===== config.mk =====
export PLATFORM = sky130hd
export DESIGN_NAME = tea_dec_cell
export DESIGN_NICKNAME = d
export VERILOG_FILES = /design/src/design/tea_dec_pkg.sv /design/src/design/tea_dec_cell.sv
export SDC_FILE = /design/constraint.sdc
export NUM_CORES = 1
export LEC_CHECK = 0
export ABC_AREA = 1
export BUFFER_PORTS_ARGS = -buffer_cell sky130_fd_sc_hd__buf_2
export CAP_MARGIN = 20
export CELL_PAD_IN_SITES_DETAIL_PLACEMENT = 1
export CELL_PAD_IN_SITES_GLOBAL_PLACEMENT = 1
export CORE_MARGIN = 4
export CORE_UTILIZATION = 35
export DETAILED_ROUTE_END_ITERATION = 7
export PLACE_DENSITY_LB_ADDON = 0.1
export SYNTH_ARGS = -nofsm -noshare
export SYNTH_HDL_FRONTEND = slang
export SYNTH_SLANG_ARGS = --single-unit

===== constraint.sdc =====
create_clock -name i_clk -period 3.6 [get_ports i_clk]
set_input_delay 0.54 -clock i_clk [delete_from_list [all_inputs] [get_ports i_clk]]
set_output_delay 0.54 -clock i_clk [all_outputs]
set_load 0.02 [all_outputs]

===== src/design/tea_dec_pkg.sv =====
// ----------------------------------------------------------------------------
// TEA-style block decryptor package
// Beat types and cipher constants shared by the round cells and the top level.
// ----------------------------------------------------------------------------
package tea_dec_pkg;

    localparam int unsigned WORD_W = 32;

    // round sum at the first round, and its per-round increment
    localparam logic [WORD_W-1:0] SUM_START = 32'hC6EF3720;
    localparam logic [WORD_W-1:0] SUM_STEP  = 32'h61C88647;

    // key register indexes on the configuration port
    localparam int unsigned CFG_IDX_W = 2;
    localparam logic [CFG_IDX_W-1:0] KEY_IDX0 = 2'd0;
    localparam logic [CFG_IDX_W-1:0] KEY_IDX1 = 2'd1;
    localparam logic [CFG_IDX_W-1:0] KEY_IDX2 = 2'd2;
    localparam logic [CFG_IDX_W-1:0] KEY_IDX3 = 2'd3;

    typedef struct packed {
        logic [WORD_W-1:0] cipher_left;
        logic [WORD_W-1:0] cipher_right;
    } t_cipher;

    typedef struct packed {
        logic [WORD_W-1:0] plain_left;
        logic [WORD_W-1:0] plain_right;
    } t_plain;

    // block halves as they travel down the cell chain
    typedef struct packed {
        logic [WORD_W-1:0] left;
        logic [WORD_W-1:0] right;
    } t_halves;

    // arithmetic shift right by five
    function automatic logic [WORD_W-1:0] sar5(input logic [WORD_W-1:0] x);
        return {{5{x[WORD_W-1]}}, x[WORD_W-1:5]};
    endfunction

endpackage


===== src/design/tea_dec_cell.sv =====
// ----------------------------------------------------------------------------
// TEA decrypt half-round cell
// One registered stage: subtracts the mix of one half from the other half.
// ----------------------------------------------------------------------------
module tea_dec_cell #(
    parameter bit          UPDATE_LEFT = 1'b0,
    parameter logic [31:0] ROUND_SUM   = 32'h0
) (
    input  logic                  i_clk,
    input  logic                  i_rst_n,
    input  logic                  i_valid,
    output logic                  o_stall,
    input  tea_dec_pkg::t_halves  i_data,
    input  logic [31:0]           i_key_shl,
    input  logic [31:0]           i_key_sar,
    output logic                  o_valid,
    input  logic                  i_stall,
    output tea_dec_pkg::t_halves  o_data
);

    logic                 r_valid;
    tea_dec_pkg::t_halves r_data;
    tea_dec_pkg::t_halves n_data;
    logic                 w_ready;
    logic [31:0]          w_src;
    logic [31:0]          w_mix;

    // stage can take a beat when empty or when its beat leaves this cycle
    assign w_ready = !r_valid || !i_stall;
    assign o_stall = !w_ready;

    assign w_src = UPDATE_LEFT ? i_data.right : i_data.left;
    assign w_mix = (tea_dec_pkg::sar5(w_src) + i_key_sar)
                 ^ ({w_src[27:0], 4'b0000} + i_key_shl)
                 ^ (ROUND_SUM + w_src);

    always_comb begin
        n_data = i_data;
        if (UPDATE_LEFT) begin
            n_data.left = i_data.left - w_mix;
        end else begin
            n_data.right = i_data.right - w_mix;
        end
    end

    always_ff @(posedge i_clk) begin
        if (!i_rst_n) begin
            r_valid <= 1'b0;
        end else if (w_ready) begin
            r_valid <= i_valid;
        end
    end

    always_ff @(posedge i_clk) begin
        if (w_ready && i_valid) begin
            r_data <= n_data;
        end
    end

    assign o_valid = r_valid;
    assign o_data  = r_data;

endmodule


# Word-level counts from Yosys, hierarchy flattened
# Index checks and enable logic that the tools add are counted.
# totals
regBits	65
input_bits	132
out_inout_bits	66
elab_cells	13
# op_classes
add_sub_neg	3
n_bitwise	2
n_reduce_logical	5
# op_table
op	n
$add A32 B32 Y32	2
$xor A32 B32 Y32	2
$sub A32 B32 Y32	1
$logic_not A1 Y1	3
$logic_and A1 B1 Y1	1
$logic_or A1 B1 Y1	1

# Depth between registers and ports, before layout
# Gate-level depths: netlist (run 1).
# logic_depth
ltp_word	4
depth_mapped	27
ltp_nobuf	27

# Worst setup path before layout (run 1)
# No wires, ideal clock.
# synth_timing
kind	input to register
startpoint	input port i_stall
endpoint	register r_data (netlist bit o_data[0]), enable pin
setup_time_ns	0.486
arrival_time_ns	3.413
required_time_ns	3.114
path_slack_ns	-0.299
cell_stages	3
n_path_buf	0
cell_sequence	nand2_1 -> inv_1 -> nor2_1
# synth_via
elab_chain_len	3
# synth_rtl
item	line	source
start, declared	tea_dec_cell.sv:17	input logic i_stall,
$logic_not A1 Y1	tea_dec_cell.sv:29	assign w_ready = !r_valid || !i_stall;
$logic_or A1 B1 Y1	tea_dec_cell.sv:29	
$logic_and A1 B1 Y1	tea_dec_cell.sv:55	if (w_ready && i_valid) begin
end signal, assigned	tea_dec_cell.sv:56	r_data <= n_data;
end, declared	tea_dec_cell.sv:22	tea_dec_pkg::t_halves r_data;
# No other way between the ends.
# A chain may end at the register's enable or synchronous reset.

==> flow_summary.toml, run 1 <==
[routing]
remaining_drc_errors = 0
avgViaCountPerCell = 5.13
routed_wirelength_um = 38500
drtPass1Iterations = 4
drtIter0Drc = 502
drt.antenna.violating_nets = 0
via_count = 10000
wl_per_cell_um = 19.7

[power]
peakVddDrop_v = 0.000219
power_density_nw_per_um2 = 503
leakage_nw = 6.47

[run_status]
violations = "negative setup slack"
outcome = "finished with violations"

[sta]
rsz0062_at_grt = "true"
timing.setup.tns_ps = -282
worstMarginPinSlew_ps = 937
drv_slew = 0
finalHoldViolCount = 0
period_minus_slack_ps = 3650
max_slew_margin_pct = 37.5
fin_skew_ps = 10.2
setup_slack_ps = -48.0
setup_violations = 10
period_share_pct = 101
hold_slack_ps = 393
clock.fmax_mhz = 274

[global_routing]
grt.total_usage_pct = 26.6
grt_pass1_vias = 10300
overflow = 0
grt_pass1_wl_um = 53700
grt_max_degree = 65
grt_antenna_before_repair = 1

[place]
place.gp.congestion = 0.887
portBuffers = 197
dp_cells = 1927
dp_worst_setup_slack_ps = -567
dpl.hpwl_um = 29400

[final_layout]
final_util_pct = 57.7
drive_above_1_share_pct = 43.0
fillCellCount = 2878
nets = 1888
syn_to_final_growth_pct = 61.7
stdcell_count = 1955

[floorplan]
die_area_um2 = 25600
pin_count = 198
die_y_um = 160
initial_core_util_pct = 35.7
die_w_um = 160
rows = 55
core_area_um2 = 22600

[critical_path]
r2r_end = "o_data[61]$_DFFE_PP_"
critPathLaunchType = "primary input"
crit_arrival_ps = 3750
rrSetupSlack_ps = 1950
end_kind = "register"
crit-reg2reg-launch = "o_valid$_SDFFE_PN0N_"
required_ps = 3710
ff2ff_path_depth = 4
critical_path.max_fanout = 4
crit_type = "primary input to register"

[synthesis]
async_reset_ff_share_pct = 0
synth-edff-count = 64
syn-num-nets = 1404
syn-mean-instance-area_um2 = 6.85
ys_seq_area_share_pct = 24.0
synth_commonest_cells = "nand2_1 (352), inv_1 (158), nor2_1 (109)"
yosys_register_bits = 65
synth_area_um2 = 8080
synth.area.top_cells = "edfxtp_1 (24%), nand2_1 (16%), ha_1 (14%)"
ys_types = 38
netlist_instances = 1180
yosysWarnings = 0
synth_top_area_share_pct = 23.8
yosys.area.top_type = "edfxtp_1"
synth_top_flop_cell = "edfxtp_1"
synth_most_common_cell = "nand2_1"

[clock_tree]
cts_tree = "built"
root_buffer = "clkbuf_16"
clk_latency_ps = 360
clk_pin_slew_ps = 70
cts.sinks = 65
ctsHtreeMaxLevel = 3
cts_buffers = 9
cts_buffer_depth = 2

[min_path]
hold_class = "primary input to register"
hold_end = "o_data[37]$_DFFE_PP_"
hp-start = "i_data[37]"
min_path_cells = 1

[job]
cap_violations = 0
[logic make-up after synthesis]
kind of cell               after synthesis  synth area share [%]
AOI/OAI and AO/OA                      184                  13.1
xor gates and xnor gates               112                  12.1
adders and majority gates               92                  14.5
buffers and inverters                  159                  7.39
DFF                                     65                  24.0
and+or+nand+nor                        568                  28.8
[worst max-delay path by stage]
stage                     startpoint                   end  slack [ps]  cells past startpoint
after floorplan           i_data[32]  o_data[27]$_DFFE_PP_          60                     22
after global placement    i_data[32]  o_data[21]$_DFFE_PP_        -420                     23
after detailed placement  i_data[37]  o_data[23]$_DFFE_PP_        -570                     20
after CTS                 i_data[37]  o_data[29]$_DFFE_PP_          20                     21
after global routing      i_data[41]  o_data[25]$_DFFE_PP_        -190                     20
final                     i_data[41]  o_data[25]$_DFFE_PP_         -50                     19
[area by class of cell]
cell class / instances / area, um^2 / area share, %
diodes: 1 / 2.50 / 0.0191
multi-input cells: 956 / 6780 / 51.9
inverters: 159 / 597 / 4.57
clock buffers: 9 / 225 / 1.72
flip-flops and latches: 65 / 1940 / 14.9
well taps: 285 / 357 / 2.73
clock inverters: 7 / 60.1 / 0.460
repair buffers: 473 / 3110 / 23.8
[what timing repair did]
| item | CTS | global route |
|---|---|---|
| resized for setup | 37 | 231 |
| buffers inserted | 0 | 11 |
| hold buffers | 0 | 0 |
| cloned | 0 | 0 |
| endpoints found under the setup margin | 12 | 21 |
| pin swaps | 8 | 70 |
[sequential cells by signal (all words and copies together) (netlist names)]
name / count
o_data: 64
o_valid: 1
[layer usage]
metal | GRT usage [%] | routed length (um) | vias to the layer above
met3 | 2.76 | 1620 | 57
met4 | 6.14 | 768 | 0
met5 | 0 | 0 | -
met1 | 35.4 | 17000 | 4894
li1 | - | - | 4828
met2 | 46.4 | 19200 | 257
[worst max-delay path, stage by stage]
cell,delay (ps)
clkbuf_4,180
ha_4,320
nand2_2,70
nor2_1,120
nand3_1,150
nand2_2,160
inv_1,90
o21bai_4,230
xor2_1,220
xor2_1,100
buf_4,160
ha_1,380
nand2_2,120
nor2_4,130
nand2_1,80
o21ai_2,270
a21oi_2,120
o211ai_1,210
nand2_1,100
[per-stage QoR]
stage,total power [mW],cell area [um^2]
3_5_place_dp,4.93,11400
3_3_place_gp,4.82,11400
6_report,6.58,13100
2_1_floorplan,3.24,8080
5_1_grt,7.00,13100
4_1_cts,5.97,11800
[power breakdown]
part | internal (mW) | leakage, nW | switching (mW)
logic | 1.98 | 5.71 | 2.50
clock network | 0.481 | 0.131 | 0.458
registers | 1.12 | 0.628 | 0.0398
[cells in the final DEF (no fill, tap or decap), types with 48 or more instances in the layout]
cell type  netlist  routed
buf_2            0     191
nand2_1        352     306
xor2_1          57      48
nand3_1         65      55
xnor2_1         55      51
edfxtp_1        64      64
buf_4            0     272
a21oi_1        102      61
inv_1          158     154
nor2_1         109      86
nand2_2          8      51
Note: power is estimated with default switching activity, not from simulation.
==> inputs of run 2 (changes only) <==
ABC_AREA = unset   (was 1)
CORE_UTILIZATION = 36   (was 35)
SETUP_SLACK_MARGIN = 0.3   (was unset)
clock period = 3.3 ns   (was 3.6 ns; I/O delays follow)
==> flow_summary.toml, run 2 <==
[routing]
via_count = 8849
remaining_drc_errors = 0
drtPass1Iterations = 5
wl_met1_um = 15100
routed_wirelength_um = 42400
maxUsedRoutingLayer = "met4"
dr_wl_met3_um = 2950
wl_per_cell_um = 29.0
drt.antenna.violating_nets = 0
drtIter0Drc = 674
avgViaCountPerCell = 6.05
wl_met2_um = 20500

[floorplan]
rows = 49
die_y_um = 145
initial_core_util_pct = 37.1
pin_count = 198
die_area_um2 = 20900
die_w_um = 145
core_area_um2 = 18100

[power]
leakage_nw = 5.60
sequentialPowerShare_pct = 14.8
power.total_mw = 8.91
p_int_mw = 4.96
swShare_pct = 44.3
power_density_nw_per_um2 = 744
combPwrFrac_pct = 74.6
clockPowerShare_pct = 10.5
peakVddDrop_v = 0.000352
switching_power_mw = 3.95

[place]
place_area_um2 = 10200
portBuffers = 197
place.gp.congestion = 0.899
dpl.hpwl_um = 22400

[synthesis]
async_reset_ff_share_pct = 0
netlist_instances = 699
synth_top_area_share_pct = 28.6
syn-mean-instance-area_um2 = 9.62
synth_top_flop_cell = "edfxtp_1"
synth_commonest_cells = "xnor2_1 (123), ha_1 (89), a21oi_1 (76)"
syn-num-nets = 923
synth-edff-count = 64
yosys.area.top_type = "edfxtp_1"
synth_most_common_cell = "xnor2_1"
yosysWarnings = 0
yosys_register_bits = 65
ys_seq_area_share_pct = 28.9
ys_types = 56
synth.area.top_cells = "edfxtp_1 (29%), ha_1 (17%), xnor2_1 (16%)"
synth_area_um2 = 6730

[critical_path]
path_cells = "buf_2 > ha_4 > buf_4 > buf_4 > nand2_1 > o21ai_0 > a31o_2 > nor2_2 > or3_4 > and3b_1 > xnor2_1 > xnor2_1 > ha_2 > and3_4 > and3_4 > buf_4 > a311oi_4 > o21ai_2 > or2_1 > a221oi_2 > xnor3_1"
slowest_stage = "o21ai_0"
crit_type = "primary input to register"
end_kind = "register"
critPathLaunchType = "primary input"
critical_path.top_delay_family = "simple AND/OR/NAND/NOR gates"
cpMostUsedCell = "buf_4"
crit_path_max_incr_delay_ps = 390
required_ps = 3420
crit_arrival_ps = 5040
critical_path.max_fanout = 5
crit_buf_inv = 4

[clock_tree]
root_buffer = "clkbuf_16"
cts.sinks = 65
cts_buffers = 9
cts_hold_buf = 0
clk_pin_slew_ps = 60
cts_tree = "built"
cts_buffer_depth = 2
clk_latency_ps = 370
ctsHtreeMaxLevel = 3

[sta]
hold_slack_ps = 336
fin_skew_ps = 5.98
period_share_pct = 149
setup_violations = 23
clock.fmax_mhz = 203
max_slew_margin_pct = 38.2
rsz0062_at_grt = "true"
finalHoldViolCount = 0
period_minus_slack_ps = 4920
setup_slack_ps = -1620
timing.setup.tns_ps = -25180
drv_slew = 0
worstMarginPinSlew_ps = 927

[final_layout]
final_common_cell = "buf_4"
post-route-cell-area_um2 = 12000
nets = 1443
syn_to_final_growth_pct = 78.1
largest_reg_flops = 64
drive_above_1_share_pct = 56.0
final_cell_mix = "buf_4 (265), buf_2 (189), xnor2_1 (102)"

[run_status]
outcome = "finished with violations"
violations = "negative setup slack"

[global_routing]
grt.total_usage_pct = 28.8
grt_max_degree = 65
grt_pass1_vias = 8428
grt_pass1_wl_um = 46200
grt_antenna_before_repair = 7
overflow = 0

[min_path]
hold_class = "primary input to register"

[job]
cap_violations = 0
==> run 2: cell types whose count changed in the layout (fill, tap and decap cells not counted), moves of 20 or more <==
cell     change
ha_1        +24
xor2_1      -25
nand3_1     -46
nand2_2     -49
inv_1      -134
buf_6       +53
ha_4        -20
a21o_1      +34
nand2_1    -272
nor2_1      -60
xnor2_1     +51
==> run 2: final timing paths <==
kind | startpoint | depth (start not counted) | slack (ps) | endpoint
hold reg to reg | o_valid$_SDFFE_PN0N_ | 2 | 680 | o_valid$_SDFFE_PN0N_
setup reg to reg | o_valid$_SDFFE_PN0N_ | 3 | 1580 | o_data[43]$_DFFE_PP_
setup / recovery | i_data[46] | 21 | -1620 | o_data[31]$_DFFE_PP_
hold / removal | i_rst_n | 2 | 340 | o_valid$_SDFFE_PN0N_
==> run 2: layer usage <==
layer	GRT usage, %	vias up
met5	0	-
met4	9.52	0
met3	4.83	282
met2	51.5	569
met1	35.0	4347
li1	-	3651
==> run 2: through the flow <==
stage,cells,util (%),worst slack [ps]
2_1_floorplan,699,-,-1370
3_3_place_gp,1370,56.1,-1550
3_5_place_dp,1370,56.1,-1730
4_1_cts,1415,61.1,-1150
5_1_grt,1462,66.0,-1660
6_report,1462,66.0,-1620
==> run 2: power groups by stage <==
| stage | Clock, mW | Combinational, mW | Sequential (mW) |
|---|---|---|---|
| 2_1_floorplan | 0 | 2.37 | 1.62 |
| 3_3_place_gp | 0 | 4.26 | 1.32 |
| 3_5_place_dp | 0 | 4.46 | 1.33 |
| 4_1_cts | 0.917 | 5.09 | 1.31 |
| 5_1_grt | 0.983 | 6.89 | 1.34 |
| 6_report | 0.940 | 6.65 | 1.32 |
==> run 2: cell families after synthesis <==
kind of cell / after synthesis / share of synthesized area (%)
flops: 65 / 28.9
compound gates: 231 / 22.7
fa+ha+maj: 92 / 17.4
buf+inv: 31 / 1.75
simple gates: 132 / 9.73
xor+xnor: 148 / 19.5
==> run 2: timing repair <==
action | in CTS | in global routing
setup buffers | 29 | 38
cloned | 0 | 0
endpoints found under the setup margin | 24 | 25
resized for setup | 95 | 114
pin swaps | 74 | 83
==> run 2: final cells by class <==
| type | instances | area, um^2 |
|---|---|---|
| sequential | 65 | 1940 |
| inverter | 24 | 92.6 |
| antenna | 9 | 22.5 |
| clock inverter | 6 | 36.3 |
| timing repair buffer | 516 | 3640 |
| fill | 2030 | 6170 |
| tap | 229 | 287 |
| clock buffer | 10 | 229 |
| multi-input combinational | 603 | 5720 |
==> run 2: worst reg2reg max path, stage by stage, from the launching register on <==
cell     delay (ps)
dfxtp_1         300
and2_1          180
nor2b_4         110
buf_4           710
==> inputs of run 3 (changes only) <==
CELL_PAD_IN_SITES_DETAIL_PLACEMENT = unset   (was 1)
CELL_PAD_IN_SITES_GLOBAL_PLACEMENT = unset   (was 1)
CORE_UTILIZATION = 48   (was 36)
PLACE_DENSITY = 0.78   (was unset)
PLACE_DENSITY_LB_ADDON = unset   (was 0.1)
==> flow_summary.toml, run 3 (synthesized netlist as in run 2, its figures left out) <==
[critical_path]
cpMostUsedCell = "xnor2_1"
crit_type = "primary input to register"
crit_buf_inv = 3
critPathLaunchType = "primary input"
crit_arrival_ps = 4660
required_ps = 3400
critical_path.max_fanout = 4
ff2ff_path_depth = 3
cp_num_cells = 21
crit_path_max_incr_delay_ps = 430
slowest_stage = "fa_2"
path_cells = "buf_2 > inv_1 > fa_2 > nor2b_4 > o211ai_1 > and4b_2 > o31ai_4 > a21o_1 > a21oi_2 > xnor2_1 > xnor2_1 > ha_1 > buf_6 > a21oi_1 > o21ai_1 > o22a_1 > a31o_4 > a221o_1 > a31oi_1 > o21bai_1 > xor2_1"
critical_path.top_delay_family = "compound AO/OA/AOI/OAI gates"
end_kind = "register"

[floorplan]
die_y_um = 126
die_w_um = 126
core_area_um2 = 13500
rows = 42
pin_count = 198
die_area_um2 = 16000
initial_core_util_pct = 49.8

[final_layout]
syn_to_final_growth_pct = 69.8
final_util_pct = 84.6
multiInputGateArea_um2 = 5580
post-route-cell-area_um2 = 11400
final_common_cell = "buf_4"
final_cell_mix = "buf_4 (239), buf_2 (179), xnor2_1 (104)"
seqCellArea_um2 = 1940
drive_above_1_share_pct = 53.4
nets = 1395
largest_reg_flops = 64
fillCellCount = 651

[routing]
drtPass1Iterations = 6
wl_per_cell_um = 23.3
avgViaCountPerCell = 6.19
drt.antenna.violating_nets = 0
routed_wirelength_um = 31500
via_count = 8391
drtIter0Drc = 1085
remaining_drc_errors = 0

[place]
place_area_um2 = 9960
portBuffers = 197
dpl.hpwl_um = 18600
place.gp.congestion = 0.924

[sta]
finalHoldViolCount = 0
period_minus_slack_ps = 4560
rsz0062_at_grt = "true"
max_slew_margin_pct = 66.0
setup_violations = 23
setup_slack_ps = -1260
fin_skew_ps = 9.81
drv_slew = 0
period_share_pct = 138
worstMarginPinSlew_ps = 510
clock.fmax_mhz = 219

[global_routing]
grt_max_degree = 41
grt_pass1_wl_um = 40200
grt_pass1_vias = 7714
top_usage_layer = "met2"
grt_antenna_before_repair = 4
gr-usage-met3_pct = 4.88
grt.total_usage_pct = 31.8
overflow = 0
gr-usage-met1_pct = 39.7
met2_usage_pct = 53.6

[min_path]
hold_class = "primary input to register"
min_path_cells = 2

[clock_tree]
cts_hold_buf = 0
cts.sinks = 65
cts_buffers = 9
root_buffer = "clkbuf_16"
cts_tree = "built"
cts_buffer_depth = 2
clk_latency_ps = 360
clk_pin_slew_ps = 60
ctsHtreeMaxLevel = 3

[power]
switching_power_mw = 3.29
combPwrFrac_pct = 70.5
leakage_nw = 5.34
sequentialPowerShare_pct = 16.5
power_density_nw_per_um2 = 692
power.total_mw = 7.90
clockPowerShare_pct = 13.0
peakVddDrop_v = 0.000389
swShare_pct = 41.7
p_int_mw = 4.61

[job]
cap_violations = 0

[run_status]
outcome = "finished with violations"
violations = "negative setup slack"
-- run 3: per-stage QoR --
step	setup WS [ps]	instances	hold WS (ps)	setup TNS (ps)
after floorplan	-1370	699	594	-11330
after global placement	-1580	1297	655	-21530
after detailed placement	-1650	1297	659	-22650
after CTS	-1110	1337	347	-12520
after global routing	-1430	1356	370	-19710
final	-1260	1356	345	-17010
-- run 3: cell type report --
cell class,count,share of cell area [%]
multi-input cells,603,48.9
repair buffers,468,28.6
flip-flops and latches,65,17.0
clock buffers,12,2.25
well taps,176,1.93
inverters,24,0.789
clock inverters,4,0.449
diodes,4,0.0876
-- run 3: final timing paths --
| path | from | endpoint | slack [ps] |
|---|---|---|---|
| setup / recovery | i_data[33] | o_data[30]$_DFFE_PP_ | -1260 |
| hold reg to reg | o_valid$_SDFFE_PN0N_ | o_valid$_SDFFE_PN0N_ | 670 |
| setup reg to reg | o_valid$_SDFFE_PN0N_ | o_data[56]$_DFFE_PP_ | 1880 |
| hold / removal | i_rst_n | o_valid$_SDFFE_PN0N_ | 340 |
-- run 3: power by group through the flow --
| stage | logic (mW) | registers (mW) | clock network, mW |
|---|---|---|---|
| floorplan | 2.37 | 1.62 | 0 |
| global placement | 4.11 | 1.32 | 0 |
| detailed placement | 4.23 | 1.32 | 0 |
| CTS | 4.63 | 1.30 | 1.02 |
| global route | 5.85 | 1.33 | 1.06 |
| finish | 5.57 | 1.30 | 1.03 |
-- run 3: worst register-to-register path: stages (launching register included) --
cell     delay (ps)
dfxtp_1         300
and2_1          180
nor2b_4         120
buf_4           420
-- run 3: routing by layer --
metal / wire (um) / vias to the layer above / part of all wire, %
met1: 11000 / 3897 / 35
li1: - / 3564 / -
met5: 0 / - / 0
met4: 2300 / 0 / 7.3
met2: 14900 / 707 / 47
met3: 3310 / 223 / 11
-- run 3: what timing repair did --
item	in CTS	in global routing
gates cloned	0	0
pin swaps	64	53
endpoints found under the setup margin	24	24
resized for setup	92	87
buffers inserted	24	15
